**config.mk**
```make
export PLATFORM = sky130hd
export DESIGN_NAME = dhcp_option_locator
export DESIGN_NICKNAME = d
export VERILOG_FILES = /design/src/rtl/core/dol_pkg.sv /design/src/rtl/core/dhcp_option_locator.sv /design/src/rtl/core/dol_front.sv /design/src/rtl/core/dol_queue.sv /design/src/rtl/core/dol_back.sv
export SDC_FILE = /design/constraint.sdc
export NUM_CORES = 1
export LEC_CHECK = 0
export BUFFER_PORTS_ARGS = -buffer_cell sky130_fd_sc_hd__clkbuf_2
export CAP_MARGIN = 20
export CORE_MARGIN = 2
export CORE_UTILIZATION = 45
export DETAILED_ROUTE_END_ITERATION = 10
export GPL_ROUTABILITY_DRIVEN = 0
export HOLD_SLACK_MARGIN = 0.06
export PLACE_DENSITY_LB_ADDON = 0.25
export SYNTH_ARGS = -nofsm -noshare
export SYNTH_HDL_FRONTEND = slang
export SYNTH_HIERARCHICAL = 1
export SYNTH_SLANG_ARGS = --single-unit
```
**constraint.sdc**
```tcl
create_clock -name clk -period 6 [get_ports clk]
set_input_delay 0.3 -clock clk [delete_from_list [all_inputs] [get_ports clk]]
set_output_delay 0.3 -clock clk [all_outputs]
set_load 0.02 [all_outputs]
```
**src/rtl/core/dol_pkg.sv**
```systemverilog
// ----------------------------------------------------------------------------
// dol_pkg
// Shared types and constants for the DHCP option locator.
// ----------------------------------------------------------------------------
package dol_pkg;

  // Default area sizes in bytes
  localparam int unsigned OPTIONS_AREA_BYTES_DEF = 308;
  localparam int unsigned FILE_AREA_BYTES_DEF    = 128;
  localparam int unsigned SNAME_AREA_BYTES_DEF   = 64;

  // Position widths: byte position wraps at 9 bits, option end at 10 bits
  localparam int unsigned POS_W = 9;
  localparam int unsigned NOP_W = 10;

  // Queue between front and back
  localparam int unsigned QDEPTH = 4;
  localparam int unsigned QPTR_W = $clog2(QDEPTH);
  localparam int unsigned QCNT_W = $clog2(QDEPTH + 1);

  // Option codes
  localparam logic [7:0] CODE_PAD      = 8'd0;
  localparam logic [7:0] CODE_OVERLOAD = 8'd52;
  localparam logic [7:0] CODE_END      = 8'd255;

  localparam logic [7:0] TARGET_RESET  = 8'd53;

  // Areas
  localparam logic [1:0] AREA_OPTIONS = 2'd0;
  localparam logic [1:0] AREA_FILE    = 2'd1;
  localparam logic [1:0] AREA_SNAME   = 2'd2;

  // Result status
  localparam logic [1:0] ST_FOUND  = 2'd0;
  localparam logic [1:0] ST_BAD    = 2'd1;
  localparam logic [1:0] ST_ABSENT = 2'd2;

  typedef enum logic [1:0] {
    PH_CODE = 2'd0,
    PH_LEN  = 2'd1,
    PH_DATA = 2'd2,
    PH_OVER = 2'd3
  } dol_phase_t;

  // One classified byte
  typedef struct packed {
    logic [7:0] opt_byte;
    logic [1:0] area;
    logic       packet_start;
    logic       is_target;
    logic       is_pad;
    logic       is_end;
    logic       is_overload;
  } dol_item_t;

  // Handshake between queue and its neighbors
  typedef struct packed {
    logic      valid;
    dol_item_t item;
  } dol_req_t;

endpackage

```
**src/rtl/core/dhcp_option_locator.sv**
```systemverilog
// ----------------------------------------------------------------------------
// dhcp_option_locator
// Scans DHCP option, file and sname bytes and locates one option code.
// ----------------------------------------------------------------------------
// Feed the packet one byte per request: options area first, then file, then
// sname, with in_packet_start on the first options byte. The block takes one
// byte every cycle unless in_stall is high, and answers once per packet with
// found / malformed / absent, plus area, data offset and length when found. A
// byte is classified on the way in, waits in a four-entry queue, updates the
// walk register, and its result is registered in the output register; a
// stalled result holds the queue, which stalls the input once its four
// entries are full. The walk updates its state once per cycle unless stalled,
// which sets the rate at one byte per cycle. Write cfg_data to change the
// target code only while no packet is in flight.
module dhcp_option_locator #(
  parameter int unsigned OPTIONS_AREA_BYTES = dol_pkg::OPTIONS_AREA_BYTES_DEF,
  parameter int unsigned FILE_AREA_BYTES    = dol_pkg::FILE_AREA_BYTES_DEF,
  parameter int unsigned SNAME_AREA_BYTES   = dol_pkg::SNAME_AREA_BYTES_DEF
) (
  input  logic       clk,
  input  logic       rst_n,
  input  logic       cfg_we,
  input  logic [7:0] cfg_data,
  input  logic       in_valid,
  output logic       in_stall,
  input  logic [7:0] in_opt_byte,
  input  logic [1:0] in_area,
  input  logic       in_packet_start,
  output logic       out_valid,
  input  logic       out_stall,
  output logic [1:0] out_status,
  output logic [1:0] out_found_area,
  output logic [8:0] out_data_offset,
  output logic [7:0] out_data_length
);

  dol_pkg::dol_req_t push_req;
  dol_pkg::dol_req_t pop_req;
  logic              pop_take;

  dol_front u_front (
    .clk             (clk),
    .rst_n           (rst_n),
    .cfg_we          (cfg_we),
    .cfg_data        (cfg_data),
    .in_valid        (in_valid),
    .in_opt_byte     (in_opt_byte),
    .in_area         (in_area),
    .in_packet_start (in_packet_start),
    .push_req        (push_req)
  );

  dol_queue u_queue (
    .clk        (clk),
    .rst_n      (rst_n),
    .push_req   (push_req),
    .push_stall (in_stall),
    .pop_req    (pop_req),
    .pop_take   (pop_take)
  );

  dol_back #(
    .OPTIONS_AREA_BYTES (OPTIONS_AREA_BYTES),
    .FILE_AREA_BYTES    (FILE_AREA_BYTES),
    .SNAME_AREA_BYTES   (SNAME_AREA_BYTES)
  ) u_back (
    .clk             (clk),
    .rst_n           (rst_n),
    .pop_req         (pop_req),
    .pop_take        (pop_take),
    .out_valid       (out_valid),
    .out_stall       (out_stall),
    .out_status      (out_status),
    .out_found_area  (out_found_area),
    .out_data_offset (out_data_offset),
    .out_data_length (out_data_length)
  );

endmodule

```
**src/rtl/core/dol_front.sv**
```systemverilog
// ----------------------------------------------------------------------------
// dol_front
// Holds the target code register and classifies each accepted byte.
// ----------------------------------------------------------------------------
module dol_front (
  input  logic              clk,
  input  logic              rst_n,
  input  logic              cfg_we,
  input  logic [7:0]        cfg_data,
  input  logic              in_valid,
  input  logic [7:0]        in_opt_byte,
  input  logic [1:0]        in_area,
  input  logic              in_packet_start,
  output dol_pkg::dol_req_t push_req
);

  logic [7:0] target_r;

  always_ff @(posedge clk) begin
    if (!rst_n) begin
      target_r <= dol_pkg::TARGET_RESET;
    end else if (cfg_we) begin
      target_r <= cfg_data;
    end
  end

  always_comb begin
    push_req.valid                  = in_valid;
    push_req.item.opt_byte          = in_opt_byte;
    push_req.item.area              = in_area;
    push_req.item.packet_start      = in_packet_start;
    push_req.item.is_target         = (in_opt_byte == target_r);
    push_req.item.is_pad            = (in_opt_byte == dol_pkg::CODE_PAD);
    push_req.item.is_end            = (in_opt_byte == dol_pkg::CODE_END);
    push_req.item.is_overload       = (in_opt_byte == dol_pkg::CODE_OVERLOAD);
  end

endmodule

```
**src/rtl/core/dol_queue.sv**
```systemverilog
// ----------------------------------------------------------------------------
// dol_queue
// Short first-in first-out queue of classified bytes between front and back.
// ----------------------------------------------------------------------------
module dol_queue (
  input  logic              clk,
  input  logic              rst_n,
  input  dol_pkg::dol_req_t push_req,
  output logic              push_stall,
  output dol_pkg::dol_req_t pop_req,
  input  logic              pop_take
);

  dol_pkg::dol_item_t                mem_r [dol_pkg::QDEPTH];
  logic [dol_pkg::QPTR_W-1:0]        wr_ptr_r;
  logic [dol_pkg::QPTR_W-1:0]        rd_ptr_r;
  logic [dol_pkg::QCNT_W-1:0]        count_r;
  logic                              do_push;
  logic                              do_pop;

  assign push_stall = (count_r == dol_pkg::QCNT_W'(dol_pkg::QDEPTH));
  assign do_push    = push_req.valid && !push_stall;
  assign do_pop     = pop_take && (count_r != '0);

  assign pop_req.valid = (count_r != '0);
  assign pop_req.item  = mem_r[rd_ptr_r];

  always_ff @(posedge clk) begin
    if (do_push) begin
      mem_r[wr_ptr_r] <= push_req.item;
    end
  end

  always_ff @(posedge clk) begin
    if (!rst_n) begin
      wr_ptr_r <= '0;
      rd_ptr_r <= '0;
      count_r  <= '0;
    end else begin
      if (do_push) begin
        wr_ptr_r <= wr_ptr_r + 1'b1;
      end
      if (do_pop) begin
        rd_ptr_r <= rd_ptr_r + 1'b1;
      end
      case ({do_push, do_pop})
        2'b10:   count_r <= count_r + 1'b1;
        2'b01:   count_r <= count_r - 1'b1;
        default: count_r <= count_r;
      endcase
    end
  end

endmodule

```
**src/rtl/core/dol_back.sv**
```systemverilog
// ----------------------------------------------------------------------------
// dol_back
// Walks the options one byte per cycle unless stalled and registers the per-packet result.
// ----------------------------------------------------------------------------
module dol_back #(
  parameter int unsigned OPTIONS_AREA_BYTES = dol_pkg::OPTIONS_AREA_BYTES_DEF,
  parameter int unsigned FILE_AREA_BYTES    = dol_pkg::FILE_AREA_BYTES_DEF,
  parameter int unsigned SNAME_AREA_BYTES   = dol_pkg::SNAME_AREA_BYTES_DEF
) (
  input  logic              clk,
  input  logic              rst_n,
  input  dol_pkg::dol_req_t pop_req,
  output logic              pop_take,
  output logic              out_valid,
  input  logic              out_stall,
  output logic [1:0]        out_status,
  output logic [1:0]        out_found_area,
  output logic [8:0]        out_data_offset,
  output logic [7:0]        out_data_length
);

  localparam logic [dol_pkg::NOP_W-1:0] OPT_SIZE   = dol_pkg::NOP_W'(OPTIONS_AREA_BYTES);
  localparam logic [dol_pkg::NOP_W-1:0] FILE_SIZE  = dol_pkg::NOP_W'(FILE_AREA_BYTES);
  localparam logic [dol_pkg::NOP_W-1:0] SNAME_SIZE = dol_pkg::NOP_W'(SNAME_AREA_BYTES);

  // Walk state
  logic [1:0]                 area_r,    area_nxt;
  logic [dol_pkg::POS_W-1:0]  pos_r,     pos_nxt;
  logic [dol_pkg::NOP_W-1:0]  nop_r,     nop_nxt;
  dol_pkg::dol_phase_t        phase_r,   phase_nxt;
  logic                       cur_tgt_r, cur_tgt_nxt;
  logic                       cur_ovl_r, cur_ovl_nxt;
  logic [1:0]                 ovl_r,     ovl_nxt;
  logic                       ans_r,     ans_nxt;

  // State as seen by this byte, after a packet start clears it
  logic [1:0]                 e_area;
  logic [dol_pkg::POS_W-1:0]  e_pos;
  logic [dol_pkg::NOP_W-1:0]  e_nop;
  dol_pkg::dol_phase_t        e_phase;
  logic                       e_cur_tgt;
  logic                       e_cur_ovl;
  logic [1:0]                 e_ovl;
  logic                       e_ans;

  // Output register
  logic                       out_valid_r;
  logic [1:0]                 out_status_r;
  logic [1:0]                 out_found_area_r;
  logic [8:0]                 out_data_offset_r;
  logic [7:0]                 out_data_length_r;

  dol_pkg::dol_item_t         it;
  logic                       fire;
  logic                       active;
  logic [dol_pkg::NOP_W-1:0]  size;
  logic [dol_pkg::NOP_W-1:0]  pos_w;
  logic [dol_pkg::NOP_W-1:0]  pos_p1;
  logic [dol_pkg::NOP_W-1:0]  pos_b;
  logic [dol_pkg::NOP_W-1:0]  pos_p1_b;
  logic                       take_code;
  logic                       jump_file;
  logic                       jump_any;

  logic                       res_valid;
  logic [1:0]                 res_status;
  logic [1:0]                 res_area;
  logic [8:0]                 res_offset;
  logic [7:0]                 res_length;

  assign it       = pop_req.item;
  assign pop_take = !out_valid_r || !out_stall;
  assign fire     = pop_req.valid && pop_take;

  always_comb begin
    if (it.packet_start) begin
      e_area    = dol_pkg::AREA_OPTIONS;
      e_pos     = '0;
      e_nop     = '0;
      e_phase   = dol_pkg::PH_CODE;
      e_cur_tgt = 1'b0;
      e_cur_ovl = 1'b0;
      e_ovl     = 2'b00;
      e_ans     = 1'b0;
    end else begin
      e_area    = area_r;
      e_pos     = pos_r;
      e_nop     = nop_r;
      e_phase   = phase_r;
      e_cur_tgt = cur_tgt_r;
      e_cur_ovl = cur_ovl_r;
      e_ovl     = ovl_r;
      e_ans     = ans_r;
    end
  end

  always_comb begin
    case (e_area)
      dol_pkg::AREA_OPTIONS: size = OPT_SIZE;
      dol_pkg::AREA_FILE:    size = FILE_SIZE;
      default:               size = SNAME_SIZE;
    endcase
  end

  // Bytes of another area, or after the answer, pass through untouched
  assign active    = !e_ans && (it.area == e_area);
  assign pos_w     = dol_pkg::NOP_W'(e_pos);
  assign pos_p1    = pos_w + 1'b1;
  assign pos_b     = pos_w + dol_pkg::NOP_W'(it.opt_byte);
  assign pos_p1_b  = pos_p1 + dol_pkg::NOP_W'(it.opt_byte);
  // Target match wins over pad and end
  assign take_code = it.is_target || (!it.is_pad && !it.is_end);
  assign jump_file = (e_area == dol_pkg::AREA_OPTIONS) && e_ovl[0];
  assign jump_any  = jump_file || ((e_area != dol_pkg::AREA_SNAME) && e_ovl[1]);

  // Next state
  always_comb begin
    area_nxt    = e_area;
    pos_nxt     = e_pos;
    nop_nxt     = e_nop;
    phase_nxt   = e_phase;
    cur_tgt_nxt = e_cur_tgt;
    cur_ovl_nxt = e_cur_ovl;
    ovl_nxt     = e_ovl;
    ans_nxt     = e_ans;
    if (active) begin
      pos_nxt = e_pos + 1'b1;
      case (e_phase)
        dol_pkg::PH_CODE: begin
          if (take_code) begin
            cur_tgt_nxt = it.is_target;
            cur_ovl_nxt = it.is_overload;
            if (pos_p1 >= size) begin
              ans_nxt = 1'b1;
            end else begin
              phase_nxt = dol_pkg::PH_LEN;
            end
          end else if (it.is_pad) begin
            nop_nxt = pos_p1;
            if (pos_p1 >= size) begin
              ans_nxt = 1'b1;
            end
          end else if (jump_any) begin
            area_nxt  = jump_file ? dol_pkg::AREA_FILE : dol_pkg::AREA_SNAME;
            pos_nxt   = '0;
            nop_nxt   = '0;
            phase_nxt = dol_pkg::PH_CODE;
          end else begin
            ans_nxt = 1'b1;
          end
        end
        dol_pkg::PH_LEN: begin
          if (e_cur_tgt) begin
            ans_nxt = 1'b1;
          end else begin
            nop_nxt = pos_p1_b;
            if (pos_p1_b >= size) begin
              ans_nxt = 1'b1;
            end else if (it.opt_byte == 8'd0) begin
              if (e_cur_ovl) begin
                ovl_nxt = 2'b00;
              end
              phase_nxt = dol_pkg::PH_CODE;
            end else begin
              phase_nxt = e_cur_ovl ? dol_pkg::PH_OVER : dol_pkg::PH_DATA;
            end
          end
        end
        dol_pkg::PH_OVER: begin
          ovl_nxt   = it.opt_byte[1:0];
          phase_nxt = (pos_p1 >= e_nop) ? dol_pkg::PH_CODE : dol_pkg::PH_DATA;
        end
        default: begin
          if (pos_p1 >= e_nop) begin
            phase_nxt = dol_pkg::PH_CODE;
          end
        end
      endcase
    end
  end

  // Result of this byte
  always_comb begin
    res_valid  = 1'b0;
    res_status = dol_pkg::ST_ABSENT;
    res_area   = 2'b00;
    res_offset = '0;
    res_length = '0;
    if (active) begin
      case (e_phase)
        dol_pkg::PH_CODE: begin
          if (take_code || it.is_pad) begin
            if (pos_p1 >= size) begin
              res_valid  = 1'b1;
              res_status = dol_pkg::ST_BAD;
            end
          end else if (!jump_any) begin
            res_valid  = 1'b1;
            res_status = dol_pkg::ST_ABSENT;
          end
        end
        dol_pkg::PH_LEN: begin
          if (e_cur_tgt) begin
            res_valid = 1'b1;
            if (pos_b >= size) begin
              res_status = dol_pkg::ST_BAD;
            end else begin
              res_status = dol_pkg::ST_FOUND;
              res_area   = e_area;
              res_offset = pos_p1[8:0];
              res_length = it.opt_byte;
            end
          end else if (pos_p1_b >= size) begin
            res_valid  = 1'b1;
            res_status = dol_pkg::ST_BAD;
          end
        end
        default: begin
          res_valid = 1'b0;
        end
      endcase
    end
  end

  always_ff @(posedge clk) begin
    if (!rst_n) begin
      area_r    <= dol_pkg::AREA_OPTIONS;
      pos_r     <= '0;
      nop_r     <= '0;
      phase_r   <= dol_pkg::PH_CODE;
      cur_tgt_r <= 1'b0;
      cur_ovl_r <= 1'b0;
      ovl_r     <= 2'b00;
      ans_r     <= 1'b0;
    end else if (fire) begin
      area_r    <= area_nxt;
      pos_r     <= pos_nxt;
      nop_r     <= nop_nxt;
      phase_r   <= phase_nxt;
      cur_tgt_r <= cur_tgt_nxt;
      cur_ovl_r <= cur_ovl_nxt;
      ovl_r     <= ovl_nxt;
      ans_r     <= ans_nxt;
    end
  end

  always_ff @(posedge clk) begin
    if (!rst_n) begin
      out_valid_r <= 1'b0;
    end else if (fire && res_valid) begin
      out_valid_r <= 1'b1;
    end else if (!out_stall) begin
      out_valid_r <= 1'b0;
    end
  end

  always_ff @(posedge clk) begin
    if (fire && res_valid) begin
      out_status_r      <= res_status;
      out_found_area_r  <= res_area;
      out_data_offset_r <= res_offset;
      out_data_length_r <= res_length;
    end
  end

  assign out_valid       = out_valid_r;
  assign out_status      = out_status_r;
  assign out_found_area  = out_found_area_r;
  assign out_data_offset = out_data_offset_r;
  assign out_data_length = out_data_length_r;

  // A result always closes the packet
  a_answer_marks_done: assert property (@(posedge clk) disable iff (!rst_n)
    (fire && res_valid) |=> ans_r)
    else $error("result given without marking the packet answered");

  // No second result for the same packet
  a_one_result: assert property (@(posedge clk) disable iff (!rst_n)
    (ans_r && !(pop_req.valid && it.packet_start)) |-> !(fire && res_valid))
    else $error("second result within one packet");

  // The scan never leaves the three defined areas
  a_area_range: assert property (@(posedge clk) disable iff (!rst_n)
    area_r != 2'd3)
    else $error("scan area out of range");

  // Only a found result carries location fields
  a_miss_fields_zero: assert property (@(posedge clk) disable iff (!rst_n)
    (out_valid_r && (out_status_r != dol_pkg::ST_FOUND)) |->
      (out_found_area_r == 2'b00 && out_data_offset_r == '0 && out_data_length_r == '0))
    else $error("location fields set on a miss");

endmodule
```
==> metrics.md <==
| Metric | Value |
|---|---|
| Slew Viols, Final | 0 |
| DRC Markers | 0 |
| Initial Utilization | 46.02% |
| Hold Vio Cnt, Final | 0 |
| CORE AREA | 0.01658 mm² |
| Gr usage total | 22.63% |
| 1st-pass router iterations | 5 |
| Fraction of registers with async set/reset | 0% |
| I/O Pins | 47 |
| Post-route minimum period | 5313 ps |
| Ys flop type | edfxtp_1 |
| Avg WL per Cell | 20.13 µm |
| EDFF count, synth | 81 |
| CTS tree | yes |
| Fin Clk Skew | 7.590 ps |
| Register area share after synthesis | a little over two fifths |
| Largest net degree at the start of global routing | 29 |
| Total Wirelength | 19770 µm |
| Leak pwr | about 3.1 nW |
| I/O Buffers | 46 |
| Nets | 823 |
| Fin crit share | approximately nine tenths |
| # clock sinks | about 130 |
| Routed vias | 5975 |
| Initial antenna violation count | 0 |
| Hold_ws | between 90 and 100 ps |
| Clock Tree Root | clkbuf_16 |
| Status | finished clean |
| CP Capture Type | flop |
| Commonest non-fill, non-tap cells in the layout | 81 x edfxtp_1, 67 x nand2_1, 66 x nor2_1, 48 x ha_1 |
| Reg clk slew, reported paths | around 60 ps |
| Mapped Nets | 790 |
| Via density | 6.085 |
| Count of cell types in the netlist | 84 |
| Power Dens Cells | 451.7 mW/mm² |
| Critical Path Slowest Stage Cell | mux4_2 |
| WP buf/inv | 0 |
| Fmax | ~0.19 GHz |
| Startpoint Class | flop |
| Vias in the first global route | ~5800 |
| Critical path peak fanout | 22 |
| Cells after synthesis | 716 |
| Crit path arrival time | 5370 ps |
| First-pass GRT wire length | a little over 30000 µm |
| Crit path required time | 6060 ps |
| Post-CTS setup repair buffer count | 0 |
| Post-Syn Area | 0.007631 mm² |
| P&R area growth vs syn | 11.03% |
| Tot Pwr | 3.827 mW |
| Critical-path cell list | mux4_2 -> nand3b_1 -> nor2_1 -> xor2_1 -> ha_1 -> a21oi_1 -> o21ai_0 -> nand2_1 -> xnor2_1 -> ha_1 -> and2_1 -> a2111oi_2 -> o21bai_1 -> o311ai_2 -> nand2_2 |
| Peak VDD IR | around 250 µV |
| Die area | between 0.015 and 0.02 mm² |
| Diode count | 0 |
| DP Worst Slack | 487.5 ps |
| Final setup TNS | 0 ps |
| Worst Hold Class | input port to flop |
| Post-synthesis register bit count | about 130 |
| Clock buffer depth | 2 |
| Setup CP Type | flop to flop |
| RSZ-0062 raised after global routing | no |
| Yosys warns | 6 |
| Dpl hpwl | 14310 µm |
| CTS H-tree depth | 4 |
| Critical path's largest stage delay | about 720 ps |
| Max cap viols | 0 |
| CP top delay family | compound AO/OA/AOI/OAI gates |
| Die width | 134.2 µm |
| Grt total ovfl | 0 |
| Detail Route Antenna Nets | 0 |
| Slew margin rel. | 32.82% |
| Setup-failing EPs final | 0 |
| Worst-margin pin slew | 1006 ps |
| Worst-skew pair later-pin latency | 420 ps |
| Layout cells sized above 1 | 16.80% |
| Util after Layout | between 50% and 60% |
| Cts hold-fix bufs | 0 |
| Syn avg cell area | 10.66 µm² |
| Final worst setup slack | between 600 and 700 ps |
| Total CTS buffers | 17 |
| Most frequent CP cell | ha_1 |
| Die Y-Extent | 134.2 µm |
| Initial DRC count | 602 |
| FP Rows | 47 |
| Commonest non-fill, non-tap cell in the layout | edfxtp_1 |
[worst paths after layout]
check                           cells past startpoint                                      end                         start  slack (ps)
worst min register to register                      1             u_back/nop_r[4]$_SDFFE_PN0P_  u_back/nop_r[4]$_SDFFE_PN0P_         480
worst min-delay path                                3         u_front/target_r[4]$_SDFFE_PN1P_                   cfg_data[4]         100
worst max-delay path                               15  u_back/out_data_offset[7]$_SDFFCE_PP0P_                          flop         690
worst max register to register                     15  u_back/out_data_offset[7]$_SDFFCE_PP0P_                          flop         690
[layout make-up]
type,instances,area (µm²)
inverters,25,93.84
clock inverters,9,87.58
flip-flops and latches,127,3353
repair buffers,52,275.3
clock buffers,23,457.9
well taps,220,275.3
multi-input cells,526,3930
fillers,1488,8110
[synthesized netlist by cell type, types with 9 or more instances]
master / n / area share [%]
edfxtp_1: 81 / 32
nand2_1: 68 / 3.3
nor2_1: 66 / 3.2
ha_1: 48 / 7.9
dfxtp_1: 46 / 12
o21ai_0: 34 / 2.2
xnor2_1: 28 / 3.2
a21oi_1: 24 / 1.6
inv_1: 24 / 1.2
nor2b_1: 21 / 1.7
buf_4: 15 / 1.5
clkbuf_1: 13 / 0.64
mux2i_1: 12 / 1.6
nor3_1: 12 / 0.79
and2_1: 11 / 0.90
and2_4: 10 / 1.1
mux4_2: 10 / 3.0
nand2b_1: 10 / 0.82
nand3_1: 10 / 0.66
a31oi_1: 9 / 0.74
o211ai_1: 9 / 0.89
[flip-flops by register name (all words and copies together) (netlist names), named ones only]
register,count
u_back/ovl_r,2
u_queue/rd_ptr_r,2
u_back/out_valid,1
u_back/phase_r,2
u_queue/wr_ptr_r,2
u_back/ans_r,1
u_back/pos_r,9
u_back/out_status,2
u_back/out_found_area,2
u_back/nop_r,10
u_back/area_r,2
u_back/out_data_length,8
u_back/out_data_offset,9
u_queue/count_r,3
u_back/cur_tgt_r,1
u_queue/mem_r,60
u_back/cur_ovl_r,1
u_front/target_r,8
[metal layers]
| metal | part of all wire (%) | GRT usage (%) |
|---|---|---|
| met1 | 42 | 28.37 |
| met2 | 46 | 36.79 |
| met3 | 7.7 | 5.745 |
| met4 | 4.4 | 10.47 |
| met5 | 0 | 0 |
[cells by family (layout without fill, tap and decap cells)]
logic type,after synthesis,after routing,share of synthesized area [%]
and+or+nand+nor,247,247,16.56
AOI/OAI and AO/OA,167,167,16.22
DFF,127,127,43.94
buffers and inverters,63,109,4.591
adders and majority gates,50,50,8.395
xor gates and xnor gates,34,34,3.902
muxes,28,28,6.395
[timing repair]
action	CTS	global route
hold endpoints to repair	0	0
endpoints found under the setup margin	0	21
gates resized for setup	0	1
[tightest hold or removal path, stage by stage]
cell and delay (ps):
clkbuf_2 70, mux2i_1 50, nand2_1 60
[through the flow]
step | instances | area, µm²
2_1_floorplan | 716 | 7631
3_3_place_gp | 950 | 7925
3_5_place_dp | 950 | 7925
4_1_cts | 982 | 8471
5_1_grt | 982 | 8473
6_report | 982 | 8473
[power breakdown]
part | internal (mW) | total (mW) | switching, mW
logic | 0.628 | 1.74 | 1.12
registers | 1.04 | 1.13 | 0.0885
clock network | 0.580 | 0.951 | 0.370
Note: power is estimated with default switching activity, not from simulation.
